`src/hw/rtl/spectrum_reorder_requantizer_unit_macros.svh`:
```
// Assertion helpers for the spectrum reorder requantizer
`ifndef SPECTRUM_REORDER_REQUANTIZER_UNIT_MACROS_SVH
`define SPECTRUM_REORDER_REQUANTIZER_UNIT_MACROS_SVH

// Same-cycle implication, disabled while reset is high
`define SRRQ_ASSERT_NOW(label, clk, rst, ante, cons) \
   label: assert property (@(posedge clk) disable iff (rst) (ante) |-> (cons)) \
      else $error("same-cycle check failed");

// Next-cycle implication, disabled while reset is high
`define SRRQ_ASSERT_NEXT(label, clk, rst, ante, cons) \
   label: assert property (@(posedge clk) disable iff (rst) (ante) |=> (cons)) \
      else $error("next-cycle check failed");

`endif

```
`src/hw/rtl/srrq_pkg.sv`:
```
`default_nettype none

package srrq_pkg;

   // Defaults for the top-level parameters
   localparam int CHANNELS_DEF       = 256;
   localparam int WARMUP_SPECTRA_DEF = 10;

   // Fixed field widths
   localparam int MAG_W      = 15;
   localparam int VALUE_W    = 16;
   localparam int CHAN_OUT_W = 8;
   localparam int BYTE_W     = 8;
   localparam int MID_LEVEL  = 128;
   localparam int BYTE_MAX   = 255;

   // Input function codes
   localparam logic FUNC_RAW   = 1'b0;
   localparam logic FUNC_DRAIN = 1'b1;

   // Output mode codes
   localparam logic MODE_WORD = 1'b0;
   localparam logic MODE_BYTE = 1'b1;

   // Register index of output_mode (paddr bit 2)
   localparam logic CSR_IDX_MODE = 1'b0;

   typedef struct packed {
      logic                func;
      logic [VALUE_W-1:0]  raw_word;
   } req_payload_type;

   typedef struct packed {
      logic [VALUE_W-1:0]    out_value;
      logic [CHAN_OUT_W-1:0] out_channel;
      logic                  end_of_spectrum;
   } rsp_payload_type;

   // Per-channel tag travelling alongside a frame store read
   typedef struct packed {
      logic                  force_zero;
      logic                  last;
      logic [CHAN_OUT_W-1:0] chan;
   } emit_tag_type;

endpackage

`default_nettype wire

```
`src/hw/rtl/srrq_mean_div.sv`:
```
`default_nettype none

module srrq_mean_div #(
   parameter int CHANNELS       = 256,
   parameter int WARMUP_SPECTRA = 10
) (
   input  wire logic clock,
   input  wire logic reset,
   input  wire logic start,
   input  wire logic [$clog2(longint'(WARMUP_SPECTRA) * longint'(CHANNELS) * 32767 + 1)-1:0]
                     dividend,
   output logic      busy,
   output logic [srrq_pkg::MAG_W-1:0] quotient
);

   import srrq_pkg::*;

   localparam longint NPROD  = longint'(WARMUP_SPECTRA) * longint'(CHANNELS);
   localparam int     SUM_W  = $clog2(NPROD * 32767 + 1);
   localparam int     SHIFT  = SUM_W + $clog2(NPROD);
   localparam int     PROD_W = 2 * SUM_W + 1;
   // Reciprocal rounded up; exact floor quotient for every SUM_W-bit dividend
   localparam longint RECIP  = ((longint'(1) << SHIFT) + NPROD - 1) / NPROD;

   logic [SUM_W-1:0]  num_ff, num_in;
   logic [PROD_W-1:0] prod;
   logic [MAG_W-1:0]  q_ff, q_in;
   logic              busy_ff, busy_in;

   // Capture the sum, then one multiply by the reciprocal of the sample count
   always_comb begin
      num_in  = num_ff;
      q_in    = q_ff;
      busy_in = 1'b0;
      prod    = PROD_W'(num_ff) * PROD_W'(RECIP);
      if (start) begin
         num_in  = dividend;
         busy_in = 1'b1;
      end
      if (busy_ff) begin
         q_in = MAG_W'(prod >> SHIFT);
      end
   end

   always_ff @(posedge clock) begin
      if (reset) begin
         busy_ff <= 1'b0;
      end else begin
         busy_ff <= busy_in;
      end
      num_ff <= num_in;
      q_ff   <= q_in;
   end

   assign busy     = busy_ff;
   assign quotient = q_ff;

endmodule

`default_nettype wire

```
`config.mk`:
```
export PLATFORM = sky130hd
export DESIGN_NAME = srrq_mean_div
export DESIGN_NICKNAME = d
export VERILOG_FILES = /design/src/hw/rtl/spectrum_reorder_requantizer_unit_macros.svh /design/src/hw/rtl/srrq_pkg.sv /design/src/hw/rtl/srrq_mean_div.sv
export SDC_FILE = /design/constraint.sdc
export NUM_CORES = 1
export LEC_CHECK = 0
export BUFFER_PORTS_ARGS = -buffer_cell sky130_fd_sc_hd__buf_2
export CORE_UTILIZATION = 50
export CTS_CLUSTER_SIZE = 12
export DETAILED_ROUTE_END_ITERATION = 12
export PLACE_DENSITY_LB_ADDON = 0.05
export SYNTH_ARGS = -nofsm -noshare
export SYNTH_HDL_FRONTEND = slang
export SYNTH_SLANG_ARGS = --single-unit
export TNS_END_PERCENT = 20
```
`constraint.sdc`:
```
create_clock -name clock -period 8 [get_ports clock]
set_input_delay 1.6 -clock clock [delete_from_list [all_inputs] [get_ports clock]]
set_output_delay 1.6 -clock clock [all_outputs]
set_load 0.1 [all_outputs]
```
# Yosys cells after proc, flatten, opt, wreduce, memory -nomap -nowiden
# Index checks and enable logic that the tools add are counted.
# totals
rom_bits	0
latch_bits	0
mem_count	0
inputBits	30
regBits	43
output_inout_bits	16
ramBits	0
# op_classes
n_reduce_logical	0
n_bitwise	0
eq_ne	0
mul	1
n_lt_le_gt_ge	0
n_shift	0
div_mod_pow	0
mux	1
addsub	0
# op_table
operator	n
27-bit by 28-bit multiplier with 54-bit output (second input constant)	1
1-bit two-way mux	1

# Longest topological paths before layout
# logic_depth
depth_word	1
mapped_depth	23

# Worst setup path before layout
# No wires, ideal clock.
# synth_timing
kind	register to register
start	register num_ff[3]
end	register q_ff[13], in the netlist quotient[13] (data pin)
synth_period_minus_slack_ns	6.096
path_stages_with_launch	21
t_arrival_ns	5.835
t_required_ns	7.739
path_slack_ns	1.904
cell_sequence	edfxtp_1 ha_1 inv_1 fa_1 fa_1 fa_1 inv_1 fa_1 fa_1 inv_1 fa_1 inv_1 ha_1 nand3_1 nor4_2 nand4_1 o211ai_2 o2111ai_2 a21oi_2 nor2_1 a311o_1
# synth_between
elab_chain_cells	1
# synth_lines
item	line_no	source
start: declaration	srrq_mean_div.sv:25	logic [SUM_W-1:0] num_ff, num_in;
start signal: assignment	srrq_mean_div.sv:51	num_ff <= num_in;
27-bit by 28-bit multiplier with 54-bit output	srrq_mean_div.sv:35	prod = PROD_W'(num_ff) * PROD_W'(RECIP);
via prod[52]	srrq_mean_div.sv:26	logic [PROD_W-1:0] prod;
end signal: assignment	srrq_mean_div.sv:52	q_ff <= q_in;
end: declaration	srrq_mean_div.sv:27	logic [MAG_W-1:0] q_ff, q_in;
# The timed path passes the listed nets, and every way through them passes these cells.
# A chain may end at the register's enable or synchronous reset.

# Final worst setup path
# Same ends and word-level chain as after synthesis.

==> metrics.txt <==
Area after DPL 10900 µm²; Mapped Avg Cell Area roughly 10 µm²; status complete, no violations; Post-synth ARST share 0%; die area about 21000 µm²; Slew headroom between 40% and 50%; H-Tree Depth 2; Final Wtd Congestion 0.913; share of cells above drive strength 1 6.14%; CTS root buf clkbuf_16; largest net degree at the start of global routing 29; setup_tns 0 ps; number of flops mapped to enable cells by yosys 42; crit path time final a little over 7000 ps; MaxCap Viol Count 0; DRT Pass-1 Iters 5; Netlist cell types 50; skew final approximately 16 ps; Yosys warnings 0; area of the multi-input gates just under 8000 µm²; crit end category flop; clk_lat worst skew 310 ps; Seq. cell area 1280 µm²; GR Util met3 approximately 4%; final worst-path cycle share approximately nine tenths; Least-Margin Pin Slew between 800 and 900 ps; main combinational cell family by area after synthesis adder cells; delay-heaviest family, CP adder cells; XOR/XNOR Fraction of Synth Area 1.61%; hold crit path type flop to flop; DRC errors left 0; post-route cell area ~11000 µm²; Vias approximately 6600; grt met2 use ~37%; CP bufs+invs 4; IO Pins 46; worst path cell trace ha_1 > inv_1 > fa_1 > fa_1 > fa_1 > inv_1 > fa_1 > fa_1 > inv_1 > fa_1 > inv_1 > ha_1 > nand3_1 > nor4_2 > nand4_1 > o211ai_2 > o2111ai_2 > a21oi_2 > nor2_1 > a311o_1; Final Max Tran Viols 0; antenna fix cells 0; area fraction in compound gates after synthesis 6.71%; CP required around 8000 ps; initial antenna violation count 0; Initial Utilization between 50% and 60%; post-synthesis simple-gate area fraction between 4 and 5%; hold_buf cts 0; count of clock tree sinks 43; slowest CP cell fa_1; area share of fa/ha/maj cells after synthesis between 60 and 70%; Main synth FF type edfxtp_1; net count after synthesis around 1400; number of global-route vias before repair a little over 7000; Inserted Clock Buffers 5; clock-pin slew on the worst setup and hold paths approximately 80 ps; post-synthesis cell count between 900 and 1000; first-pass GRT wire length just under 40000 µm; CP Max Fanout 6; gr ovfl total 0; Critical Path Max Stage Delay 650 ps; Place WS about 1100 ps; arrival time at the worst endpoint approximately 7100 ps; unrepaired setup endpoints after global routing false; Layout area overhead 6.86%; most frequent CP cell fa_1; postcts setup bufs 0; met1 layer usage reported by global route a little under two fifths; Antenna Nets Post-Route 0; die height around 150 µm; die width roughly 150 µm; WL final 23900 µm; Worst Path Class, Setup flop to flop; CTS tree built; HPWL after DPL 21600 µm; gr usage total approximately 25%; fmax 0.141 GHz; worst hold slack 673 ps; Clock Path Buffers 2; post-DR vias/cell about 5; Core Region 20200 µm²; WL per Instance approximately 18 µm; Fill cells ~1900; final worst setup slack 932 ps; cts repair resizes 0; Core Rows 52; GRT busiest layer met1; Post-Syn Area around 10000 µm²; endpoints failing hold 0; flops & latches, synth between 40 and 50; CP Launch Type flop; post-synthesis mux area share 0%; initial drt markers 334; final setup vio count 0; sequential area share after synthesis roughly 12%; number of port buffers 45; final net count 1478
[final cells by class]
class	instances	share of cell area, %
repair buffers	46	2.11
clock buffers	6	1.17
inverters	333	11.3
well taps	270	3.06
multi-input cells	613	70.6
clock inverters	2	0.113
flip-flops and latches	43	11.6
[routing by layer]
layer | routed length (µm) | up-vias
li1 | - | 3213
met1 | 12000 | 3255
met2 | 10400 | 156
met3 | 1330 | 11
met4 | 176 | 0
met5 | 0 | -
[placed cells by master, fill, tap and decap left out, types with 4 or more instances in the layout]
master | synthesis | final
nor2_1 | 19 | 19
o21ai_0 | 20 | 20
a211oi_1 | 4 | 4
fa_1 | 190 | 190
nand3_1 | 9 | 9
xnor2_1 | 14 | 14
o211ai_1 | 5 | 5
buf_2 | 0 | 45
inv_1 | 333 | 333
a21oi_1 | 31 | 31
and3_1 | 4 | 4
ha_1 | 216 | 216
nand4_1 | 7 | 7
nor3_1 | 4 | 4
nand2b_1 | 4 | 4
edfxtp_1 | 42 | 42
a21o_1 | 12 | 12
xor2_1 | 5 | 5
nand2_1 | 23 | 23
clkbuf_16 | 0 | 5
a31oi_1 | 4 | 4
[cell usage after synthesis, types with 2 or more instances]
cell	n	area share, %
o2111ai_1	2	0.17
nand3_1	9	0.44
o211ai_1	5	0.36
a311o_1	3	0.29
or3_1	2	0.12
and3_1	4	0.24
a21oi_1	31	1.5
xor2_1	5	0.42
nand3b_1	2	0.15
fa_1	190	37
nor2b_1	3	0.18
a211oi_1	4	0.29
and2_1	2	0.12
nand2b_1	4	0.24
inv_1	333	12
o31ai_1	2	0.15
nand2_1	23	0.84
or2_2	3	0.18
nor2_1	19	0.69
o21ai_0	20	0.97
nor3_1	4	0.19
xnor2_1	14	1.2
o21bai_1	2	0.15
o2111a_1	2	0.22
nand4_1	7	0.42
ha_1	216	26
a31oi_1	4	0.24
a21o_1	12	0.87
edfxtp_1	42	12
[registers in the layout (all words and copies together), names as in the netlist]
name,flops
quotient,15
num_ff,27
busy,1
[path summary, 6_finish.rpt]
path | from | endpoint | slack [ps] | cells past startpoint
setup / recovery | num_ff[3] | quotient[13] | 930 | 20
hold / removal | busy | quotient[3] | 670 | 1
setup reg to reg | num_ff[3] | quotient[13] | 930 | 20
hold reg to reg | busy | quotient[3] | 670 | 1
[cells by family after synthesis]
family          after synthesis
buf+inv                     334
fa+ha+maj                   406
flops                        43
compound gates              102
simple gates                 86
xor+xnor                     19
[per-stage QoR]
step                utilization [%]  instances
floorplan                         -        990
global placement               53.9       1305
detailed placement             53.9       1305
CTS                            54.6       1313
global route                   54.6       1313
finish                         54.6       1313
Power is left out: the tool's default activity adds up to more than one toggle a clock period on the data nets, which glitch-free logic cannot reach.
