<file path="config.mk">
export PLATFORM = sky130hd
export DESIGN_NAME = srrq_out_stage
export DESIGN_NICKNAME = d
export VERILOG_FILES = /design/src/hw/rtl/spectrum_reorder_requantizer_unit_macros.svh /design/src/hw/rtl/srrq_pkg.sv /design/src/hw/rtl/srrq_out_stage.sv
export SDC_FILE = /design/constraint.sdc
export NUM_CORES = 1
export LEC_CHECK = 0
export BUFFER_PORTS_ARGS = -buffer_cell sky130_fd_sc_hd__buf_2
export CAP_MARGIN = 10
export CORE_UTILIZATION = 35
export CTS_BUF_LIST = sky130_fd_sc_hd__clkbuf_16
export DETAILED_ROUTE_END_ITERATION = 6
export HOLD_SLACK_MARGIN = 0.15
export PLACE_DENSITY_LB_ADDON = 0.15
export SKIP_CTS_REPAIR_TIMING = 1
export SLEW_MARGIN = 0
export SYNTH_ARGS = -nofsm -noshare
export SYNTH_HDL_FRONTEND = slang
export SYNTH_SLANG_ARGS = --single-unit
</file>
<file path="constraint.sdc">
create_clock -name clock -period 8.5 [get_ports clock]
set_clock_uncertainty 0.05 [all_clocks]
set_input_delay 1.275 -clock clock [delete_from_list [all_inputs] [get_ports clock]]
set_output_delay 1.275 -clock clock [all_outputs]
set_load 0.01 [all_outputs]
</file>
<file path="src/hw/rtl/spectrum_reorder_requantizer_unit_macros.svh">
// Assertion helpers for the spectrum reorder requantizer
`ifndef SPECTRUM_REORDER_REQUANTIZER_UNIT_MACROS_SVH
`define SPECTRUM_REORDER_REQUANTIZER_UNIT_MACROS_SVH

// Same-cycle implication, disabled while reset is high
`define SRRQ_ASSERT_NOW(label, clk, rst, ante, cons) \
   label: assert property (@(posedge clk) disable iff (rst) (ante) |-> (cons)) \
      else $error("same-cycle check failed");

// Next-cycle implication, disabled while reset is high
`define SRRQ_ASSERT_NEXT(label, clk, rst, ante, cons) \
   label: assert property (@(posedge clk) disable iff (rst) (ante) |=> (cons)) \
      else $error("next-cycle check failed");

`endif

</file>
<file path="src/hw/rtl/srrq_pkg.sv">
`default_nettype none

package srrq_pkg;

   // Defaults for the top-level parameters
   localparam int CHANNELS_DEF       = 256;
   localparam int WARMUP_SPECTRA_DEF = 10;

   // Fixed field widths
   localparam int MAG_W      = 15;
   localparam int VALUE_W    = 16;
   localparam int CHAN_OUT_W = 8;
   localparam int BYTE_W     = 8;
   localparam int MID_LEVEL  = 128;
   localparam int BYTE_MAX   = 255;

   // Input function codes
   localparam logic FUNC_RAW   = 1'b0;
   localparam logic FUNC_DRAIN = 1'b1;

   // Output mode codes
   localparam logic MODE_WORD = 1'b0;
   localparam logic MODE_BYTE = 1'b1;

   // Register index of output_mode (paddr bit 2)
   localparam logic CSR_IDX_MODE = 1'b0;

   typedef struct packed {
      logic                func;
      logic [VALUE_W-1:0]  raw_word;
   } req_payload_type;

   typedef struct packed {
      logic [VALUE_W-1:0]    out_value;
      logic [CHAN_OUT_W-1:0] out_channel;
      logic                  end_of_spectrum;
   } rsp_payload_type;

   // Per-channel tag travelling alongside a frame store read
   typedef struct packed {
      logic                  force_zero;
      logic                  last;
      logic [CHAN_OUT_W-1:0] chan;
   } emit_tag_type;

endpackage

`default_nettype wire

</file>
<file path="src/hw/rtl/srrq_out_stage.sv">
`default_nettype none

module srrq_out_stage (
   input  wire logic                          clock,
   input  wire logic                          reset,
   input  wire logic                          load,
   input  wire srrq_pkg::emit_tag_type        load_tag,
   input  wire logic [srrq_pkg::MAG_W-1:0]    rd_mag,
   input  wire logic                          output_mode,
   input  wire logic [srrq_pkg::MAG_W-1:0]    mean,
   input  wire logic                          rsp_ready,
   output logic                               rsp_valid,
   output srrq_pkg::rsp_payload_type          rsp_payload,
   output logic                               accept_room
);

   import srrq_pkg::*;

   localparam int K_W = MAG_W + 2;

   emit_tag_type    s1_tag_ff;
   logic            s1_valid_ff, s1_valid_in;
   logic            out_valid_ff, out_valid_in;
   rsp_payload_type out_ff, out_in;
   logic            out_free;
   logic            s1_move;
   logic signed [K_W-1:0] level;
   logic [VALUE_W-1:0]    value;

   assign out_free    = !out_valid_ff || rsp_ready;
   assign s1_move     = s1_valid_ff && out_free;
   assign accept_room = !s1_valid_ff || out_free;

   // Requantise the sample held in the read register
   always_comb begin
      level = K_W'(signed'(MID_LEVEL)) - signed'({2'b00, rd_mag})
              + signed'({2'b00, mean});
      if (s1_tag_ff.force_zero) begin
         value = '0;
      end else if (output_mode == MODE_WORD) begin
         value = VALUE_W'(0) - {1'b0, rd_mag};
      end else if (level < 0) begin
         value = '0;
      end else if (level > K_W'(signed'(BYTE_MAX))) begin
         value = VALUE_W'(BYTE_MAX);
      end else begin
         value = {{(VALUE_W-BYTE_W){1'b0}}, level[BYTE_W-1:0]};
      end
   end

   // Read stage and result register occupancy
   always_comb begin
      s1_valid_in  = load || (s1_valid_ff && !out_free);
      out_valid_in = s1_move || (out_valid_ff && !rsp_ready);
      out_in       = out_ff;
      if (s1_move) begin
         out_in.out_value       = value;
         out_in.out_channel     = s1_tag_ff.chan;
         out_in.end_of_spectrum = s1_tag_ff.last;
      end
   end

   always_ff @(posedge clock) begin
      if (reset) begin
         s1_valid_ff  <= 1'b0;
         out_valid_ff <= 1'b0;
      end else begin
         s1_valid_ff  <= s1_valid_in;
         out_valid_ff <= out_valid_in;
      end
      if (load) begin
         s1_tag_ff <= load_tag;
      end
      out_ff <= out_in;
   end

   assign rsp_valid   = out_valid_ff;
   assign rsp_payload = out_ff;

endmodule

`default_nettype wire

</file>
# Word level (Yosys, flattened, before mapping)
# Cells that the tools add are included.
# op_classes
addsub	3
magnitude_cmp	2
mux	3
n_reduce_logical	11
# op_table
cell	count
16-bit by 16-bit adder with 17-bit output	1
17-bit by 9-bit > comparator with 1-bit output (second input constant)	1
17-bit by 1-bit < comparator with 1-bit output (second input constant)	1
16-bit two-way mux	1
8-bit two-way mux	2
1-bit by 15-bit subtractor with 16-bit output (first input constant)	1
8-bit by 15-bit subtractor with 16-bit output (first input constant)	1
1-bit zero test	4
1-bit logical OR	4
1-bit logical AND	3
# totals
register_bits	37
in_bits	45
out_inout_bits	27
elab_cells	27

# Logic depth before layout (Yosys ltp)
# Gate-level depths: netlist of the first run.
# depth
ltp_word	6
mapped_depth	17

# Worst setup path before layout of the first run
# Ideal clock, no wire load.
# synth_timing
path_type	input to register
start	in rd_mag[5] (netlist bit)
end	reg out_ff, in the netlist rsp_payload[10], data pin
setup_ns	0.271
t_arrival_ns	4.125
slack_ns	4.054
path_stages	14
cell_sequence	or4_4 o31ai_4 nor2b_1 xnor2_1 ha_1 buf_2 a21oi_1 o21ai_0 nor3_1 a211oi_1 o21ai_2 buf_2 a2bb2oi_1 o21ai_0
# synth_via
elab_chain_len	6
# synth_rtl
element	line_no	source
start, declared	srrq_out_stage.sv:8	input wire logic [srrq_pkg::MAG_W-1:0] rd_mag,
8-bit by 15-bit subtractor with 16-bit output *	srrq_out_stage.sv:36	level = K_W'(signed'(MID_LEVEL)) - signed'({2'b00, rd_mag})
16-bit by 16-bit adder with 17-bit output *	srrq_out_stage.sv:37	+ signed'({2'b00, mean});
17-bit by 9-bit > comparator with 1-bit output	srrq_out_stage.sv:44	end else if (level > K_W'(signed'(BYTE_MAX))) begin
8-bit two-way mux	srrq_out_stage.sv:44	
8-bit two-way mux *	srrq_out_stage.sv:42	end else if (level < 0) begin
16-bit two-way mux *	srrq_out_stage.sv:40	end else if (output_mode == MODE_WORD) begin
end signal, assigned	srrq_out_stage.sv:74	out_ff <= out_in;
end, declared	srrq_out_stage.sv:24	rsp_payload_type out_ff, out_in;
# Mark *: on every way between the ends. The rest lies on a longest branch, timed or not.
# A chain may end at the register's enable or synchronous reset.

# Final worst setup path of the first run
# layout_timing
start	in rd_mag[2] (netlist bit)
end	reg out_ff, in the netlist rsp_payload[15], data pin
# layout_via
elab_chain_len	6
# layout_rtl
element	line_no
8-bit by 15-bit subtractor with 16-bit output	srrq_out_stage.sv:36
16-bit by 16-bit adder with 17-bit output	srrq_out_stage.sv:37
17-bit by 9-bit > comparator with 1-bit output	srrq_out_stage.sv:44
8-bit two-way mux	srrq_out_stage.sv:44
8-bit two-way mux	srrq_out_stage.sv:42
16-bit two-way mux *	srrq_out_stage.sv:40
# Marked as above.

==> flow_metrics.py, run 1 <==
metrics = {
    "outcome": {
        "status": "completed",
    },
    "setup_path": {
        "critical_path.startpoint": "rd_mag[2]",
        "reg2reg_depth": 3,
        "worstPathCellList": "buf_2 > or4_4 > or4_1 > nand2_1 > ha_1 > a21oi_1 > nand2_1 > o21ai_0 > a211oi_1 > o21ai_2 > a2bb2oi_1 > o21ai_0",
        "cpMaxStageDelayCell": "or4_4",
        "crit_type": "in2reg",
        "endpoint_kind": "register",
        "rrSetupSlack_ns": 6.92,
        "crit_family": "compound AO/OA/AOI/OAI gates",
        "start_kind": "primary input",
        "r2r_end": "rsp_payload[18]",
        "reg2reg_from": "rsp_valid",
        "required_ns": 8.46,
        "arrival_ns": 4.70,
        "crit_path_max_incr_delay_ns": 0.55,
        "path_max_fanout": 16,
        "path_buf_inv": 1,
    },
    "timing": {
        "max_freq_ghz": 0.211,
        "final_hold_viol_count": 0,
        "rsz0062_at_grt": "no",
        "relSlewSlack_pct": 62.1,
        "worst_pin_slew_ns": 0.569,
        "setup_violations": 0,
        "tns_ns": 0,
        "period_needed_ns": 4.74,
        "holdWs_ns": 0.365,
        "finalCritPeriodShare_pct": 55.8,
        "finalMaxSlewViolations": 0,
    },
    "synthesis": {
        "synth_compound_area_share_pct": 17.0,
        "ys_ff_latch": 37,
        "ys.flop_type": "edfxtp_1",
        "synth_area_um2": 2460,
        "synthArstFlopShare_pct": 0,
        "yosys_warnings": 0,
        "synth_edf_count": 35,
        "synth_nets": 303,
        "synth_mux_area_share_pct": 0.406,
        "synth_simple_gate_area_share_pct": 16.4,
        "yosysSeqAreaShare_pct": 44.3,
        "synth_top_family_by_area": "compound AO/OA/AOI/OAI gates",
        "synthAdderAreaFrac_pct": 9.44,
        "synth_cells": 240,
        "synth_xor_area_share_pct": 10.3,
        "avgSynthCellArea_um2": 10.3,
        "synth_cell_types": 46,
    },
    "finish": {
        "antenna_cells": 0,
        "drive_above_1_share_pct": 28.9,
        "final_common_cell": "buf_2",
        "final_cell_mix": "buf_2 (71), edfxtp_1 (35), a21oi_1 (22), nor2_1 (21), nand2_1 (20)",
        "register_area_um2": 1090,
        "multiInputGateArea_um2": 1320,
        "fillers": 657,
        "areaGrowthSynthToFinish_pct": 25.8,
        "stdcell_area_um2": 3100,
        "nets": 377,
    },
    "floorplan": {
        "die_x_um": 85.9,
        "die_height_um": 85.9,
        "io_pins": 72,
        "start_util_pct": 36.3,
        "core_area_um2": 6790,
        "die_area_um2": 7380,
        "rows": 30,
    },
    "clock_network": {
        "root_buffer": "clkbuf_16",
        "cts_tree": "built",
        "clk_latency_ns": 0.28,
        "numCtsBuffers": 5,
        "clkTransAtPathRegs_ns": 0.06,
        "clock_sinks": 37,
        "h-tree-depth": 2,
        "clockBufferDepth": 2,
    },
    "power_and_ir_drop": {
        "power.total_uw": 552,
        "cellPowerDensity_nw_per_um2": 178,
        "leakage_nw": 1.26,
        "peakVddDrop_mv": 0.0710,
    },
    "detailed_routing": {
        "routed_wl_um": 5350,
        "wl_per_cell_um": 13.0,
        "drt_iter0_drc": 79,
        "viasPerCell": 4.87,
        "drt_pass1_iterations": 4,
        "via_count": 2003,
        "ant_nets": 0,
        "drc": 0,
    },
    "placed_design": {
        "portBuffers": 71,
        "dp_hpwl_um": 4330,
        "place_congestion": 0.783,
        "dpl_cell_area_um2": 2930,
    },
    "grt": {
        "antenna_found_initial": 0,
        "grt_pass1_wl_um": 8580,
        "grt_pass1_vias": 1837,
        "track_usage_pct": 14.9,
        "grt.overflow.total": 0,
        "grt_max_degree": 17,
    },
    "run": {
        "cap_viol_max_count": 0,
    },
    "min_path": {
        "whs_path_depth": 0,
        "hp-class": "reg2reg",
        "hold_start": "s1_tag_ff[6]",
        "min_to": "rsp_payload[7]",
    },
}
worst max path at each step:
stage                            endpoint  slack [ns]  cells past startpoint
after floorplan           rsp_payload[10]        4.05                     14
after global placement    rsp_payload[11]        3.49                     12
after detailed placement  rsp_payload[15]        3.46                     12
after CTS                 rsp_payload[15]        3.76                     12
after global routing      rsp_payload[11]        3.43                     12
final                     rsp_payload[15]        3.76                     12
stage by stage:
stage,utilization [%],worst slack (ns),instances
floorplan,-,4.05,240
global placement,43.1,3.49,403
detailed placement,43.1,3.46,403
CTS,45.6,3.76,411
global route,45.6,3.43,411
finish,45.6,3.76,411
layer usage:
layer | vias up | global-route usage, % | wire length [µm]
met5 | - | 0 | 0
met4 | 0 | 7.88 | 132
met3 | 11 | 2.31 | 218
met2 | 56 | 22.8 | 2420
met1 | 907 | 20.3 | 2580
li1 | 1029 | - | -
cells by family after synthesis:
kind of cell	count (synthesis)
DFF	37
xor gates and xnor gates	29
and+or+nand+nor	76
muxes	1
adders and majority gates	18
buffers and inverters	14
AOI/OAI and AO/OA	65
registers in the layout, summed over array words and instances, names as in the netlist:
signal,count
s1_valid_ff,1
rsp_valid,1
s1_tag_ff,10
rsp_payload,25
synthesized netlist by cell type (2+ instances only):
master     number  share of area [%]
edfxtp_1       35                 43
a21oi_1        22                4.5
nor2_1         21                3.2
nand2_1        20                3.0
ha_1           17                8.6
xor2_1         17                6.0
o21ai_0        15                3.0
xnor2_1        12                4.3
inv_1           9                1.4
a2bb2oi_1       7                2.5
a21o_1          4                1.2
nor2b_1         4                1.0
nor3b_1         4                1.2
nor4_1          4                1.0
or2_2           4                1.0
nand2b_1        3               0.76
nand3_1         3               0.61
nor3_1          3               0.61
o211ai_1        3               0.91
a211oi_1        2               0.61
a21boi_0        2               0.61
buf_2           2               0.41
clkbuf_1        2               0.30
dfxtp_1         2                1.6
nand4_1         2               0.51
layout make-up:
class / count / area share (%)
clock buffers: 5 / 4.04
clock inverters: 3 / 1.49
inverters: 9 / 1.09
multi-input cells: 189 / 42.6
flip-flops and latches: 37 / 35.2
well taps: 96 / 3.87
repair buffers: 72 / 11.7
power breakdown:
part / switching [mW] / internal, mW / leakage (nW)
Sequential: 0.00276 / 0.214 / 0.351
Combinational: 0.0730 / 0.0557 / 0.830
Clock: 0.0684 / 0.139 / 0.0800
Total: 0.144 / 0.408 / 1.26
Power figures use the tool's default switching activity.
==> inputs of run 2 (changes only) <==
clock period = 4.2 ns   (was 8.5 ns; I/O delays follow)
==> flow_metrics.py, run 2 (synthesis gave the netlist of run 1 again) <==
metrics = {
    "finish": {
        "nets": 384,
        "fillers": 668,
        "antenna_cells": 0,
        "areaGrowthSynthToFinish_pct": 27.3,
        "stdcell_area_um2": 3140,
        "final_cell_mix": "buf_2 (71), edfxtp_1 (35), a21oi_1 (22), nor2_1 (21), nand2_1 (20)",
        "largest_reg_flops": 25,
        "drive_above_1_share_pct": 30.1,
        "layout.cells.non_filler": 418,
        "post-route-util_pct": 46.2,
        "final_common_cell": "buf_2",
    },
    "placed_design": {
        "post-place-ws_ns": -0.208,
        "dp_cells": 409,
        "dpl_cell_area_um2": 2990,
        "dp_hpwl_um": 4400,
        "place_congestion": 0.816,
        "portBuffers": 71,
    },
    "run": {
        "cap_viol_max_count": 0,
    },
    "detailed_routing": {
        "routed_wl_um": 5450,
        "drc": 0,
        "drt_pass1_iterations": 4,
        "ant_nets": 0,
        "drt_iter0_drc": 94,
        "viasPerCell": 4.80,
        "via_count": 2008,
        "wl_per_cell_um": 13.0,
    },
    "timing": {
        "worst_pin_slew_ns": 0.553,
        "relSlewSlack_pct": 62.8,
        "tns_ns": 0,
        "period_needed_ns": 3.92,
        "final_hold_viol_count": 0,
        "setup_violations": 0,
        "holdWs_ns": 0.368,
        "finalCritPeriodShare_pct": 93.2,
        "finalMaxSlewViolations": 0,
        "rsz0062_at_grt": "no",
        "fin_ws_ns": 0.284,
        "max_freq_ghz": 0.255,
    },
    "setup_path": {
        "start_kind": "primary input",
        "arrival_ns": 3.88,
        "crit_type": "in2reg",
        "path_max_fanout": 8,
        "endpoint_kind": "register",
        "required_ns": 4.17,
    },
    "floorplan": {
        "start_util_pct": 36.3,
        "die_x_um": 85.9,
        "core_area_um2": 6790,
        "die_area_um2": 7380,
        "rows": 30,
        "io_pins": 72,
        "die_height_um": 85.9,
    },
    "power_and_ir_drop": {
        "p_comb_share_pct": 25.5,
        "clockPowerShare_pct": 33.0,
        "p_sw_uw": 288,
        "seq_power_share_pct": 41.4,
        "peakVddDrop_mv": 0.140,
        "p_sw_share_pct": 27.2,
        "power.total_mw": 1.06,
        "cellPowerDensity_nw_per_um2": 338,
        "p_int_uw": 771,
        "leakage_nw": 1.29,
    },
    "outcome": {
        "status": "completed",
    },
    "clock_network": {
        "clkTransAtPathRegs_ns": 0.05,
        "clk_latency_ns": 0.28,
        "cts_tree": "built",
        "clockBufferDepth": 2,
        "root_buffer": "clkbuf_16",
        "h-tree-depth": 2,
        "numCtsBuffers": 5,
        "clock_sinks": 37,
    },
    "min_path": {
        "hp-class": "reg2reg",
    },
    "grt": {
        "grt_pass1_vias": 1872,
        "grt_max_degree": 17,
        "use_met3_pct": 3.46,
        "antenna_found_initial": 0,
        "grt_util_met2_pct": 24.2,
        "grt_pass1_wl_um": 8670,
        "gr-usage-met1_pct": 19.4,
        "busiest_layer": "met2",
        "track_usage_pct": 15.0,
        "grt.overflow.total": 0,
    },
}
## run 2: metal layers
metal | up-vias | routed length, µm
met5 | - | 0
met3 | 7 | 243
met1 | 907 | 2570
met2 | 46 | 2570
li1 | 1048 | -
met4 | 0 | 72
## run 2: worst paths after layout
check | cells past startpoint | slack (ns) | from | endpoint
max | 13 | 0.28 | rd_mag[2] | rsp_payload[11]
min | 0 | 0.37 | s1_tag_ff[2] | rsp_payload[3]
max reg2reg | 3 | 2.62 | rsp_valid | rsp_payload[21]
min reg2reg | 0 | 0.37 | s1_tag_ff[2] | rsp_payload[3]
## run 2: area by class of cell
cell class                 count  area (µm²)  share of cell area (%)
clock buffer                   5         125                    3.99
inverter                       9        33.8                    1.08
clock inverter                 3        17.5                   0.558
sequential                    37        1090                    34.8
tap                           96         120                    3.83
multi-input combinational    189        1320                    42.1
timing repair buffer          79         428                    13.6
## run 2: power by group through the flow
stage / logic, mW / registers (mW) / clock network [mW]
floorplan: 0.172 / 0.454 / 0
global placement: 0.270 / 0.445 / 0
detailed placement: 0.269 / 0.446 / 0
CTS: 0.271 / 0.439 / 0.359
global route: 0.301 / 0.440 / 0.376
finish: 0.270 / 0.438 / 0.350
## run 2: worst max-delay path: stages
cell     delay [ns]
buf_2          0.14
or4_4          0.55
or4_1          0.57
nand2_1        0.16
ha_1           0.26
a21oi_1        0.30
nand2_1        0.08
o21ai_1        0.26
nor3b_1        0.23
o22ai_1        0.16
nor4_4         0.26
buf_4          0.18
o21ai_0        0.10
==> inputs of run 3 (changes only) <==
RECOVER_POWER = 25   (was not set)
==> flow_metrics.py, run 3 (synthesis gave the netlist of run 1 again) <==
metrics = {
    "timing": {
        "max_freq_ghz": 0.255,
        "worst_pin_slew_ns": 0.580,
        "finalCritPeriodShare_pct": 93.2,
        "rsz0062_at_grt": "no",
        "final_hold_viol_count": 0,
        "relSlewSlack_pct": 61.3,
        "setup_violations": 0,
        "period_needed_ns": 3.92,
        "fin_ws_ns": 0.284,
        "finalMaxSlewViolations": 0,
    },
    "floorplan": {
        "rows": 30,
        "die_x_um": 85.9,
        "core_area_um2": 6790,
        "die_area_um2": 7380,
        "io_pins": 72,
        "start_util_pct": 36.3,
        "die_height_um": 85.9,
    },
    "detailed_routing": {
        "viasPerCell": 4.80,
        "ant_nets": 0,
        "routed_wl_um": 5450,
        "drt_pass1_iterations": 4,
        "wl_per_cell_um": 13.0,
        "drt_iter0_drc": 94,
        "via_count": 2008,
        "drc": 0,
    },
    "finish": {
        "final_common_cell": "buf_2",
        "drive_above_1_share_pct": 29.8,
        "register_area_um2": 1090,
        "nets": 384,
        "largest_reg_flops": 25,
        "final_cell_mix": "buf_2 (70), edfxtp_1 (35), a21oi_1 (22), nor2_1 (21), nand2_1 (20)",
        "multiInputGateArea_um2": 1320,
        "areaGrowthSynthToFinish_pct": 27.2,
        "layout.cells.non_filler": 418,
        "post-route-util_pct": 46.2,
        "fillers": 667,
        "antenna_cells": 0,
        "stdcell_area_um2": 3140,
    },
    "placed_design": {
        "portBuffers": 71,
        "dp_hpwl_um": 4400,
        "place_congestion": 0.816,
        "dpl_cell_area_um2": 2990,
        "dp_cells": 409,
        "post-place-ws_ns": -0.208,
    },
    "power_and_ir_drop": {
        "p_sw_uw": 288,
        "cellPowerDensity_nw_per_um2": 338,
        "p_int_uw": 771,
        "peakVddDrop_mv": 0.140,
        "p_comb_share_pct": 25.5,
        "leakage_nw": 1.29,
        "power.total_mw": 1.06,
        "clockPowerShare_pct": 33.0,
        "seq_power_share_pct": 41.4,
        "p_sw_share_pct": 27.2,
    },
    "setup_path": {
        "endpoint_kind": "register",
        "start_kind": "primary input",
        "rrSetupSlack_ns": 2.62,
        "path_common_cell": "nand2_1",
        "path_max_fanout": 8,
        "crit_path_max_incr_delay_ns": 0.57,
        "required_ns": 4.17,
        "cpMaxStageDelayCell": "or4_1",
        "worstPathCellList": "buf_2 > or4_4 > or4_1 > nand2_1 > ha_1 > a21oi_1 > nand2_1 > o21ai_1 > nor3b_1 > o22ai_1 > nor4_4 > buf_4 > o21ai_0",
        "crit_type": "in2reg",
        "crit_family": "simple AND/OR/NAND/NOR gates",
        "arrival_ns": 3.88,
        "path_buf_inv": 2,
    },
    "grt": {
        "grt_pass1_vias": 1872,
        "grt_pass1_wl_um": 8670,
        "grt.overflow.total": 0,
        "track_usage_pct": 15.0,
        "antenna_found_initial": 0,
        "grt_max_degree": 17,
    },
    "clock_network": {
        "clock_sinks": 37,
        "h-tree-depth": 2,
        "clkTransAtPathRegs_ns": 0.05,
        "root_buffer": "clkbuf_16",
        "clockBufferDepth": 2,
        "numCtsBuffers": 5,
        "cts_tree": "built",
        "clk_latency_ns": 0.28,
    },
    "run": {
        "cap_viol_max_count": 0,
    },
    "outcome": {
        "status": "completed",
    },
    "min_path": {
        "hp-class": "reg2reg",
    },
}
run 3: cell types whose count changed in the layout (fill, tap and decap cells not counted), sizes merged:
cell    previous run  this run
buf               79        78
clkbuf             5         6
run 3: routing by layer:
metal  routed length [µm]  part of all wire [%]  track usage, %
met4                   72                   1.3            6.06
met1                 2570                    47            19.4
met2                 2570                    47            24.2
met5                    0                     0               0
met3                  242                   4.4            3.46
run 3: cell type report:
| type | count | share of cell area (%) |
|---|---|---|
| flip-flops and latches | 37 | 34.8 |
| clock buffers | 5 | 3.99 |
| well taps | 96 | 3.83 |
| inverters | 9 | 1.08 |
| repair buffers | 79 | 13.6 |
| clock inverters | 3 | 0.559 |
| multi-input cells | 189 | 42.1 |
run 3: final timing paths:
kind	from	end	cells past startpoint
setup / recovery	rd_mag[2]	rsp_payload[11]	13
setup reg to reg	rsp_valid	rsp_payload[21]	3
hold reg to reg	s1_tag_ff[2]	rsp_payload[3]	0
hold / removal	s1_tag_ff[2]	rsp_payload[3]	0
run 3: power groups by stage:
stage / sequential, mW / combinational, mW / clock [mW]
floorplan: 0.454 / 0.172 / 0
global placement: 0.445 / 0.270 / 0
detailed placement: 0.446 / 0.269 / 0
CTS: 0.439 / 0.271 / 0.359
global route: 0.440 / 0.301 / 0.376
finish: 0.438 / 0.270 / 0.350
run 3: per-stage QoR:
stage          hold WS, ns  TNS (ns)
2_1_floorplan        0.350         0
3_3_place_gp         0.352     -1.46
3_5_place_dp         0.356     -1.49
4_1_cts              0.368         0
5_1_grt              0.380         0
6_report             0.368         0
